## src/rtl/core/ptd_pkg.sv

```systemverilog
// Shared definitions for the periodic task dispatcher.
// Holds default sizes, port widths and request operation codes.
// No dependencies.
package ptd_pkg;

  // Default table geometry
  localparam int DEF_TASK_SLOTS   = 16;
  localparam int DEF_TASK_ID_BITS = 16;

  // Fixed port widths
  localparam int OP_W      = 3;
  localparam int SLOT_W    = 8;
  localparam int ID_PORT_W = 16;
  localparam int TIME_W    = 32;

  // Request operation codes
  localparam logic [OP_W-1:0] OP_REGISTER  = 3'd0;
  localparam logic [OP_W-1:0] OP_CLEAR_SLOT = 3'd1;
  localparam logic [OP_W-1:0] OP_CLEAR_ID  = 3'd2;
  localparam logic [OP_W-1:0] OP_EN_SLOT   = 3'd3;
  localparam logic [OP_W-1:0] OP_EN_ID     = 3'd4;
  localparam logic [OP_W-1:0] OP_RUN       = 3'd5;

endpackage

```

## src/rtl/core/periodic_task_dispatcher.sv

```systemverilog
// Periodic task dispatcher: top level with request sequencer and head update.
// Builds a ring of ptd_cell slots; depends on ptd_pkg and ptd_cell.
//
// Usage:
//   A request is taken at a rising edge with start high and busy low. It
//   carries operation, slot, task_id, interval_ms, enable and now_ms.
//   Every request rotates the slot ring once: each cycle the slot at the
//   head is inspected and updated, then passed to the tail. After
//   a full rotation the ring is back in slot order.
//   Results leave on status/fired/slot_index/fired_task_id/last, each valid
//   for one cycle while strobe is high. A run gives one fired result per
//   due slot during the rotation, in slot order, then one closing result
//   with last high. Every other operation gives a single result.
//   The closing result is taken at the edge where the next request can
//   also be taken, so the block takes no new request before it is
//   through with the last; each request is paced by the ring rotation
//   that visits each slot once.
//   The receiver cannot stall: results are presented once and not held.
//   Reset (synchronous) empties all slots and returns to idle.
module periodic_task_dispatcher #(
  parameter int TASK_SLOTS   = ptd_pkg::DEF_TASK_SLOTS,
  parameter int TASK_ID_BITS = ptd_pkg::DEF_TASK_ID_BITS
) (
  input  logic                          clk,
  input  logic                          rst,
  input  logic                          start,
  output logic                          busy,
  input  logic [ptd_pkg::OP_W-1:0]      operation,
  input  logic [ptd_pkg::SLOT_W-1:0]    slot,
  input  logic [ptd_pkg::ID_PORT_W-1:0] task_id,
  input  logic [ptd_pkg::TIME_W-1:0]    interval_ms,
  input  logic                          enable,
  input  logic [ptd_pkg::TIME_W-1:0]    now_ms,
  output logic                          strobe,
  output logic                          status,
  output logic                          fired,
  output logic [ptd_pkg::SLOT_W-1:0]    slot_index,
  output logic [ptd_pkg::ID_PORT_W-1:0] fired_task_id,
  output logic                          last
);

  localparam int CNT_BITS = $clog2(TASK_SLOTS + 1);
  localparam logic [CNT_BITS-1:0] LAST_CNT = CNT_BITS'(TASK_SLOTS - 1);
  localparam logic [ptd_pkg::SLOT_W-1:0] SLOT_LIMIT = ptd_pkg::SLOT_W'(TASK_SLOTS);

  typedef enum logic [1:0] {
    ST_IDLE,
    ST_SCAN,
    ST_DONE
  } state_t;

  state_t state;

  // Latched request
  logic [ptd_pkg::OP_W-1:0]     op_r;
  logic [ptd_pkg::SLOT_W-1:0]   slot_r;
  logic [TASK_ID_BITS-1:0]      id_r;
  logic [ptd_pkg::TIME_W-1:0]   interval_r;
  logic                         en_r;
  logic [ptd_pkg::TIME_W-1:0]   now_r;

  logic [CNT_BITS-1:0]          cnt;
  logic                         found;
  logic [CNT_BITS-1:0]          found_pos;

  // Ring wiring
  logic [TASK_ID_BITS-1:0]      ring_id   [TASK_SLOTS];
  logic                         ring_en   [TASK_SLOTS];
  logic [ptd_pkg::TIME_W-1:0]   ring_int  [TASK_SLOTS];
  logic [ptd_pkg::TIME_W-1:0]   ring_due  [TASK_SLOTS];

  logic [TASK_ID_BITS-1:0]      head_id;
  logic                         head_en;
  logic [ptd_pkg::TIME_W-1:0]   head_int;
  logic [ptd_pkg::TIME_W-1:0]   head_due;
  logic                         head_fire;
  logic                         head_found;
  logic                         shift;

  logic [31:0]                  id_wide;
  logic [31:0]                  fire_id_wide;
  logic                         slot_hit;
  logic                         id_hit;

  assign busy  = (state != ST_IDLE);
  assign shift = (state == ST_SCAN);

  // Request id trimmed or zero-extended to the stored width
  assign id_wide      = 32'(task_id);
  assign fire_id_wide = 32'(ring_id[0]);

  generate
    for (genvar i = 0; i < TASK_SLOTS; i++) begin : g_slot
      if (i == TASK_SLOTS - 1) begin : g_tail
        ptd_cell #(.ID_BITS(TASK_ID_BITS)) u_cell (
          .clk         (clk),
          .rst         (rst),
          .shift       (shift),
          .nb_task_id  (head_id),
          .nb_enabled  (head_en),
          .nb_interval (head_int),
          .nb_due      (head_due),
          .task_id     (ring_id[i]),
          .enabled     (ring_en[i]),
          .interval    (ring_int[i]),
          .due         (ring_due[i])
        );
      end else begin : g_body
        ptd_cell #(.ID_BITS(TASK_ID_BITS)) u_cell (
          .clk         (clk),
          .rst         (rst),
          .shift       (shift),
          .nb_task_id  (ring_id[i+1]),
          .nb_enabled  (ring_en[i+1]),
          .nb_interval (ring_int[i+1]),
          .nb_due      (ring_due[i+1]),
          .task_id     (ring_id[i]),
          .enabled     (ring_en[i]),
          .interval    (ring_int[i]),
          .due         (ring_due[i])
        );
      end
    end
  endgenerate

  // Head slot update for the slot at position cnt
  assign slot_hit = (slot_r == ptd_pkg::SLOT_W'(cnt));
  assign id_hit   = !found && (ring_id[0] == id_r);

  always_comb begin
    head_id    = ring_id[0];
    head_en    = ring_en[0];
    head_int   = ring_int[0];
    head_due   = ring_due[0];
    head_fire  = 1'b0;
    head_found = 1'b0;
    case (op_r)
      ptd_pkg::OP_REGISTER: begin
        if (slot_hit) begin
          head_id  = id_r;
          head_en  = en_r;
          head_int = interval_r;
        end
      end
      ptd_pkg::OP_CLEAR_SLOT: begin
        if (slot_hit) begin
          head_id  = '0;
          head_en  = 1'b0;
          head_int = '0;
          head_due = '0;
        end
      end
      ptd_pkg::OP_CLEAR_ID: begin
        if (id_hit) begin
          head_id    = '0;
          head_en    = 1'b0;
          head_int   = '0;
          head_due   = '0;
          head_found = 1'b1;
        end
      end
      ptd_pkg::OP_EN_SLOT: begin
        if (slot_hit) begin
          head_en = en_r;
        end
      end
      ptd_pkg::OP_EN_ID: begin
        if (id_hit) begin
          head_en    = en_r;
          head_found = 1'b1;
        end
      end
      ptd_pkg::OP_RUN: begin
        if ((ring_id[0] != '0) && ring_en[0] && (now_r >= ring_due[0])) begin
          head_due  = now_r + ring_int[0];
          head_fire = 1'b1;
        end
      end
      default: begin
      end
    endcase
  end

  // Sequencer and result register
  always_ff @(posedge clk) begin
    if (rst) begin
      state  <= ST_IDLE;
      strobe <= 1'b0;
      cnt    <= '0;
      found  <= 1'b0;
    end else begin
      strobe <= 1'b0;
      unique case (state)
        ST_IDLE: begin
          if (start) begin
            op_r       <= operation;
            slot_r     <= slot;
            id_r       <= id_wide[TASK_ID_BITS-1:0];
            interval_r <= interval_ms;
            en_r       <= enable;
            now_r      <= now_ms;
            cnt        <= '0;
            found      <= 1'b0;
            state      <= ST_SCAN;
          end
        end
        ST_SCAN: begin
          if (head_found) begin
            found     <= 1'b1;
            found_pos <= cnt;
          end
          if (head_fire) begin
            strobe        <= 1'b1;
            status        <= 1'b0;
            fired         <= 1'b1;
            slot_index    <= ptd_pkg::SLOT_W'(cnt);
            fired_task_id <= fire_id_wide[ptd_pkg::ID_PORT_W-1:0];
            last          <= 1'b0;
          end
          cnt <= cnt + 1'b1;
          if (cnt == LAST_CNT) begin
            state <= ST_DONE;
          end
        end
        ST_DONE: begin
          strobe        <= 1'b1;
          fired         <= 1'b0;
          fired_task_id <= '0;
          last          <= 1'b1;
          case (op_r) inside
            ptd_pkg::OP_REGISTER, ptd_pkg::OP_CLEAR_SLOT, ptd_pkg::OP_EN_SLOT: begin
              status     <= !(slot_r < SLOT_LIMIT);
              slot_index <= (slot_r < SLOT_LIMIT) ? slot_r : '0;
            end
            ptd_pkg::OP_CLEAR_ID, ptd_pkg::OP_EN_ID: begin
              status     <= !found;
              slot_index <= found ? ptd_pkg::SLOT_W'(found_pos) : '0;
            end
            ptd_pkg::OP_RUN: begin
              status     <= 1'b0;
              slot_index <= '0;
            end
            default: begin
              status     <= 1'b1;
              slot_index <= '0;
            end
          endcase
          state <= ST_IDLE;
        end
        default: begin
          state <= ST_IDLE;
        end
      endcase
    end
  end

endmodule

```

## src/rtl/core/ptd_cell.sv

```systemverilog
// One task slot of the dispatcher ring: id, enable, interval and due time.
// On shift it loads the record handed over by its neighbor.
// Depends on ptd_pkg.
module ptd_cell #(
  parameter int ID_BITS = ptd_pkg::DEF_TASK_ID_BITS
) (
  input  logic                        clk,
  input  logic                        rst,
  input  logic                        shift,
  input  logic [ID_BITS-1:0]          nb_task_id,
  input  logic                        nb_enabled,
  input  logic [ptd_pkg::TIME_W-1:0]  nb_interval,
  input  logic [ptd_pkg::TIME_W-1:0]  nb_due,
  output logic [ID_BITS-1:0]          task_id,
  output logic                        enabled,
  output logic [ptd_pkg::TIME_W-1:0]  interval,
  output logic [ptd_pkg::TIME_W-1:0]  due
);

  // Slot record, empty after reset
  always_ff @(posedge clk) begin
    if (rst) begin
      task_id  <= '0;
      enabled  <= 1'b0;
      interval <= '0;
      due      <= '0;
    end else if (shift) begin
      task_id  <= nb_task_id;
      enabled  <= nb_enabled;
      interval <= nb_interval;
      due      <= nb_due;
    end
  end

endmodule
```

## config.mk

```make
export PLATFORM = sky130hd
export DESIGN_NAME = periodic_task_dispatcher
export DESIGN_NICKNAME = d
export VERILOG_FILES = /design/src/rtl/core/ptd_pkg.sv /design/src/rtl/core/periodic_task_dispatcher.sv /design/src/rtl/core/ptd_cell.sv
export SDC_FILE = /design/constraint.sdc
export NUM_CORES = 2
export LEC_CHECK = 0
export BUFFER_PORTS_ARGS = -buffer_cell sky130_fd_sc_hd__buf_2
export CAP_MARGIN = 0
export CELL_PAD_IN_SITES_DETAIL_PLACEMENT = 0
export CELL_PAD_IN_SITES_GLOBAL_PLACEMENT = 1
export CORE_MARGIN = 5
export CORE_UTILIZATION = 54
export CTS_CLUSTER_DIAMETER = 150
export DETAILED_ROUTE_END_ITERATION = 12
export PLACE_DENSITY_LB_ADDON = 0.05
export REMOVE_ABC_BUFFERS = 1
export SLEW_MARGIN = 20
export SYNTH_ARGS = -nofsm -noshare
export SYNTH_HDL_FRONTEND = slang
export SYNTH_HIERARCHICAL = 1
export SYNTH_SLANG_ARGS = --single-unit
```

## constraint.sdc

```tcl
create_clock -name clk -period 13.6 [get_ports clk]
set_clock_uncertainty 0.1 [all_clocks]
set_input_delay 1.36 -clock clk [delete_from_list [all_inputs] [get_ports clk]]
set_output_delay 1.36 -clock clk [all_outputs]
set_load 0.03 [all_outputs]
```

==> results by group <==
Status
  – Status: finished clean

Floorplanning
  – Num rows: 116
  – # IOs: 124
  – Area enclosed by the die boundary: 107000 um2
  – CORE AREA: 100000 um2
  – Die Wd: 328 um
  – Die Height: 328 um
  – Initial Utilization: 54.5%

Min path
  – Path class of the lowest-slack min-delay path: reg -> reg

Setup path
  – Worst R2R Start: state[1]
  – R2R Path End: g_slot[6].g_body.u_cell/due[14]
  – FF-to-FF path depth: 8
  – Critical Path Start Type: flip-flop
  – Path type of the worst setup path: reg -> reg
  – CP endpoint kind: flip-flop
  – Worst setup path endpoint: g_slot[6].g_body.u_cell/due[14]
  – Critical Path Start: state[1]
  – Maximum net fanout on the critical path: 153
  – Setup slack on the worst flop-to-flop path: 8690 ps
  – Worst endpoint required time: 14060 ps
  – Data arrival time of the critical path: 5380 ps

Synth
  – Synthesized instance count: 4907
  – Post-synth cell types: 64
  – Ys flop type: sky130_fd_sc_hd__dfxtp_1
  – Most area-hungry cell type in the Yosys netlist: sky130_fd_sc_hd__dfxtp_1
  – Leading post-synthesis cells by instance count: sky130_fd_sc_hd__nor2_1 (1338), sky130_fd_sc_hd__dfxtp_1 (1305), sky130_fd_sc_hd__mux2i_1 (1298)
  – Post-synthesis instance area: 54500 um2
  – Synth Area per Inst: 11.1 um2
  – Most frequent cell after synthesis: sky130_fd_sc_hd__nor2_1
  – Area share of the leading cell type in the synthesized netlist: 47.9%
  – FFs w/ async S/R, synth: 0%
  – Sequential-to-total area share from yosys stat: 54.7%
  – Synth area leaders: sky130_fd_sc_hd__dfxtp_1 (48%), sky130_fd_sc_hd__mux2i_1 (24%), sky130_fd_sc_hd__nor2_1 (9.2%)
  – Number of warning messages in the yosys log: 6
  – Number of synthesized register bits: 1429
  – Number of enable flip-flop cells after synthesis: 124

Global routing
  – Initial antenna violation count: 6
  – First-pass GRT wire length: 159000 um
  – Largest net degree at the start of global routing: 243
  – Total overflow reported by the global router: 0
  – Via count of the first global-routing pass: 30200
  – Tot GR Track Use: 17.6%

Pwr
  – Internal power consumption: 6.83 mW
  – Switching power summed over all nets: 1.93 mW
  – Switching Share: 22.0%
  – Part of the power in registers: 48.8%
  – Pwr/cell area: 148 nW/um2
  – Fraction of power consumed by the clock network: 45.3%
  – Comb power frac: 5.9%
  – VDD IR-drop max: 0.117 mV
  – Leakage power: 22.6 nW

Clocking
  – Total clock buffers created by CTS: 147
  – Number of H-tree branching levels: 4
  – Clock tree sinks: 1429
  – Clock-pin slew on the worst setup and hold paths: 60 ps
  – Clock tree root driver cell: sky130_fd_sc_hd__clkbuf_16
  – Setup fix buffers added after clock tree synthesis: 0
  – Clock network latency to the later pin of the worst-skew pair: 730 ps
  – Clock tree from TritonCTS: done
  – Post-CTS Resized: 0
  – CTS Buffer Depth: 3
  – Number of buffers added to fix hold violations after cts: 0

Timing
  – Tightest hold margin: 380 ps
  – Max-slew violations: 0
  – Timing-limited maximum frequency: 204 MHz
  – Total Negative Setup Slacks: 0 ps
  – Worst slew pin tran: 1230 ps
  – Setup WS post-layout: 8690 ps
  – Fraction of the cycle the final worst path needs: 36.1%
  – Final count of hold timing violations: 0
  – Worst slew margin relative to its limit: 17.9%
  – Setup repair after global routing missed its margin: false
  – Final worst path period need: 4910 ps
  – Final-report setup violation count: 0

Detailed routing
  – Sum of routed wire length over all layers: 96800 um
  – Routed Antenna Nets: 0
  – Count of unresolved DRC violations after routing: 0
  – Vias per std cell: 5.12
  – Initial DRC Count: 2114
  – Average detailed-routed wire length per instance: 15.3 um
  – Vias after detailed routing: 32300
  – Number of iterations in the first detailed-routing pass: 5

Cells and area
  – P&R area growth vs syn: 8.68%
  – Final Core Density: 59.2%
  – Final nets: 5062
  – Fraction of final layout cells sized beyond drive strength 1: 7.85%

Place
  – Placement-stage worst setup slack: 8510 ps
  – Half-perimeter wire length after detailed placement: 57200 um
  – Number of port buffers: 123
  – Last weighted congestion value of the routability-driven placer: 0.755

Run
  – Max-cap violations: 0
==> flip-flops by register name, summed over array words and instances (netlist names), 2 cells and up <==
| name | flops |
|---|---|
| interval_r | 32 |
| id_r | 16 |
| g_slot.g_body.u_cell/interval | 480 |
| fired_task_id | 16 |
| g_slot.g_body.u_cell/enabled | 15 |
| cnt | 5 |
| found_pos | 5 |
| slot_index | 8 |
| g_slot.g_body.u_cell/due | 480 |
| g_slot.g_tail.u_cell/task_id | 16 |
| now_r | 32 |
| g_slot.g_tail.u_cell/interval | 32 |
| state | 2 |
| slot_r | 8 |
| g_slot.g_tail.u_cell/due | 32 |
| op_r | 3 |
| g_slot.g_body.u_cell/task_id | 240 |
==> power groups by stage <==
stage          Combinational (mW)  Clock (mW)  Sequential [mW]
5_1_grt                     0.546        4.29             4.28
4_1_cts                     0.517        4.11             4.28
3_5_place_dp                0.516           0             4.37
6_report                    0.515        3.98             4.28
2_1_floorplan                2.23           0             4.37
3_3_place_gp                0.518           0             4.37
==> cell families (layout without fill, tap and decap cells) <==
kind of cell               after synthesis  after routing  share of synthesized area [%]
other                                    1              4                        0.00687
buffers and inverters                  364            472                           5.46
DFF                                   1429           1429                           54.7
AOI/OAI and AO/OA                      227            227                           3.04
muxes                                 1298           1298                           23.8
and+or+nand+nor                       1471           1471                           10.6
adders and majority gates               69             69                           1.60
xor gates and xnor gates                48             48                          0.771
==> metal layers <==
layer,vias to the layer above,track usage [%],share of wire [%]
met5,-,0,0
met4,0,5.51,2.3
met3,156,3.16,3.1
met2,382,26.5,44
met1,15100,26.0,51
li1,16700,-,-
==> per-stage QoR <==
stage / cell area (um2) / instances / total power, mW
2_1_floorplan: 51800 / 4593 / 6.60
3_3_place_gp: 54400 / 6046 / 4.89
3_5_place_dp: 54400 / 6046 / 4.89
4_1_cts: 59300 / 6314 / 8.91
5_1_grt: 59300 / 6316 / 9.11
6_report: 59300 / 6316 / 8.77
==> how the worst min path moves through the flow <==
stage	slack [ps]	to	depth (start not counted)	from
after global routing	410	g_slot[1].g_body.u_cell/due[24]	2	g_slot[1].g_body.u_cell/due[24]
after floorplan	360	g_slot[10].g_body.u_cell/due[0]	2	g_slot[10].g_body.u_cell/due[0]
after global placement	370	g_slot[0].g_body.u_cell/task_id[2]	2	g_slot[1].g_body.u_cell/task_id[2]
after detailed placement	380	g_slot[0].g_body.u_cell/due[24]	2	g_slot[1].g_body.u_cell/due[24]
final	380	g_slot[1].g_body.u_cell/interval[3]	2	g_slot[2].g_body.u_cell/interval[3]
after CTS	380	g_slot[5].g_body.u_cell/interval[28]	2	g_slot[6].g_body.u_cell/interval[28]
==> layout by cell type, fill, tap and decap left out, types with 5 or more instances in the layout <==
master	instances
sky130_fd_sc_hd__nand4_1	13
sky130_fd_sc_hd__edfxtp_1	124
sky130_fd_sc_hd__nand3_1	14
sky130_fd_sc_hd__clkbuf_8	35
sky130_fd_sc_hd__dfxtp_1	1305
sky130_fd_sc_hd__inv_6	7
sky130_fd_sc_hd__buf_4	24
sky130_fd_sc_hd__a22o_1	74
sky130_fd_sc_hd__nand2b_1	6
sky130_fd_sc_hd__a21oi_1	53
sky130_fd_sc_hd__clkbuf_1	43
sky130_fd_sc_hd__o21ai_0	22
sky130_fd_sc_hd__ha_1	67
sky130_fd_sc_hd__nor2b_1	19
sky130_fd_sc_hd__mux2i_1	1298
sky130_fd_sc_hd__a211oi_1	7
sky130_fd_sc_hd__o21a_1	6
sky130_fd_sc_hd__xnor2_1	36
sky130_fd_sc_hd__nor2_1	1336
sky130_fd_sc_hd__clkbuf_16	153
sky130_fd_sc_hd__inv_1	48
sky130_fd_sc_hd__xor2_1	12
sky130_fd_sc_hd__a221oi_1	5
sky130_fd_sc_hd__clkinv_2	14
sky130_fd_sc_hd__and3_1	5
sky130_fd_sc_hd__bufinv_16	5
sky130_fd_sc_hd__nor3_1	12
sky130_fd_sc_hd__buf_2	122
sky130_fd_sc_hd__buf_12	8
sky130_fd_sc_hd__nand2_1	36
sky130_fd_sc_hd__o41ai_1	5
sky130_fd_sc_hd__a21o_1	17
sky130_fd_sc_hd__nor4_1	6
==> critical path, stage by stage (launching register included) <==
cell,delay [ps]
sky130_fd_sc_hd__dfxtp_1,320
sky130_fd_sc_hd__inv_1,110
sky130_fd_sc_hd__ha_4,670
sky130_fd_sc_hd__buf_12,770
sky130_fd_sc_hd__buf_12,640
sky130_fd_sc_hd__buf_4,720
sky130_fd_sc_hd__buf_4,900
sky130_fd_sc_hd__mux2i_1,270
sky130_fd_sc_hd__nor2_1,60
==> final cells by class <==
class,count,area [um2]
fill,8599,40900
multi-input combinational,3116,21800
clock buffer,232,4480
sequential,1429,29800
timing repair buffer,156,977
antenna,1,2.50
tap,1298,1620
clock inverter,36,392
inverter,48,180
Power figures use the tool's default switching activity.
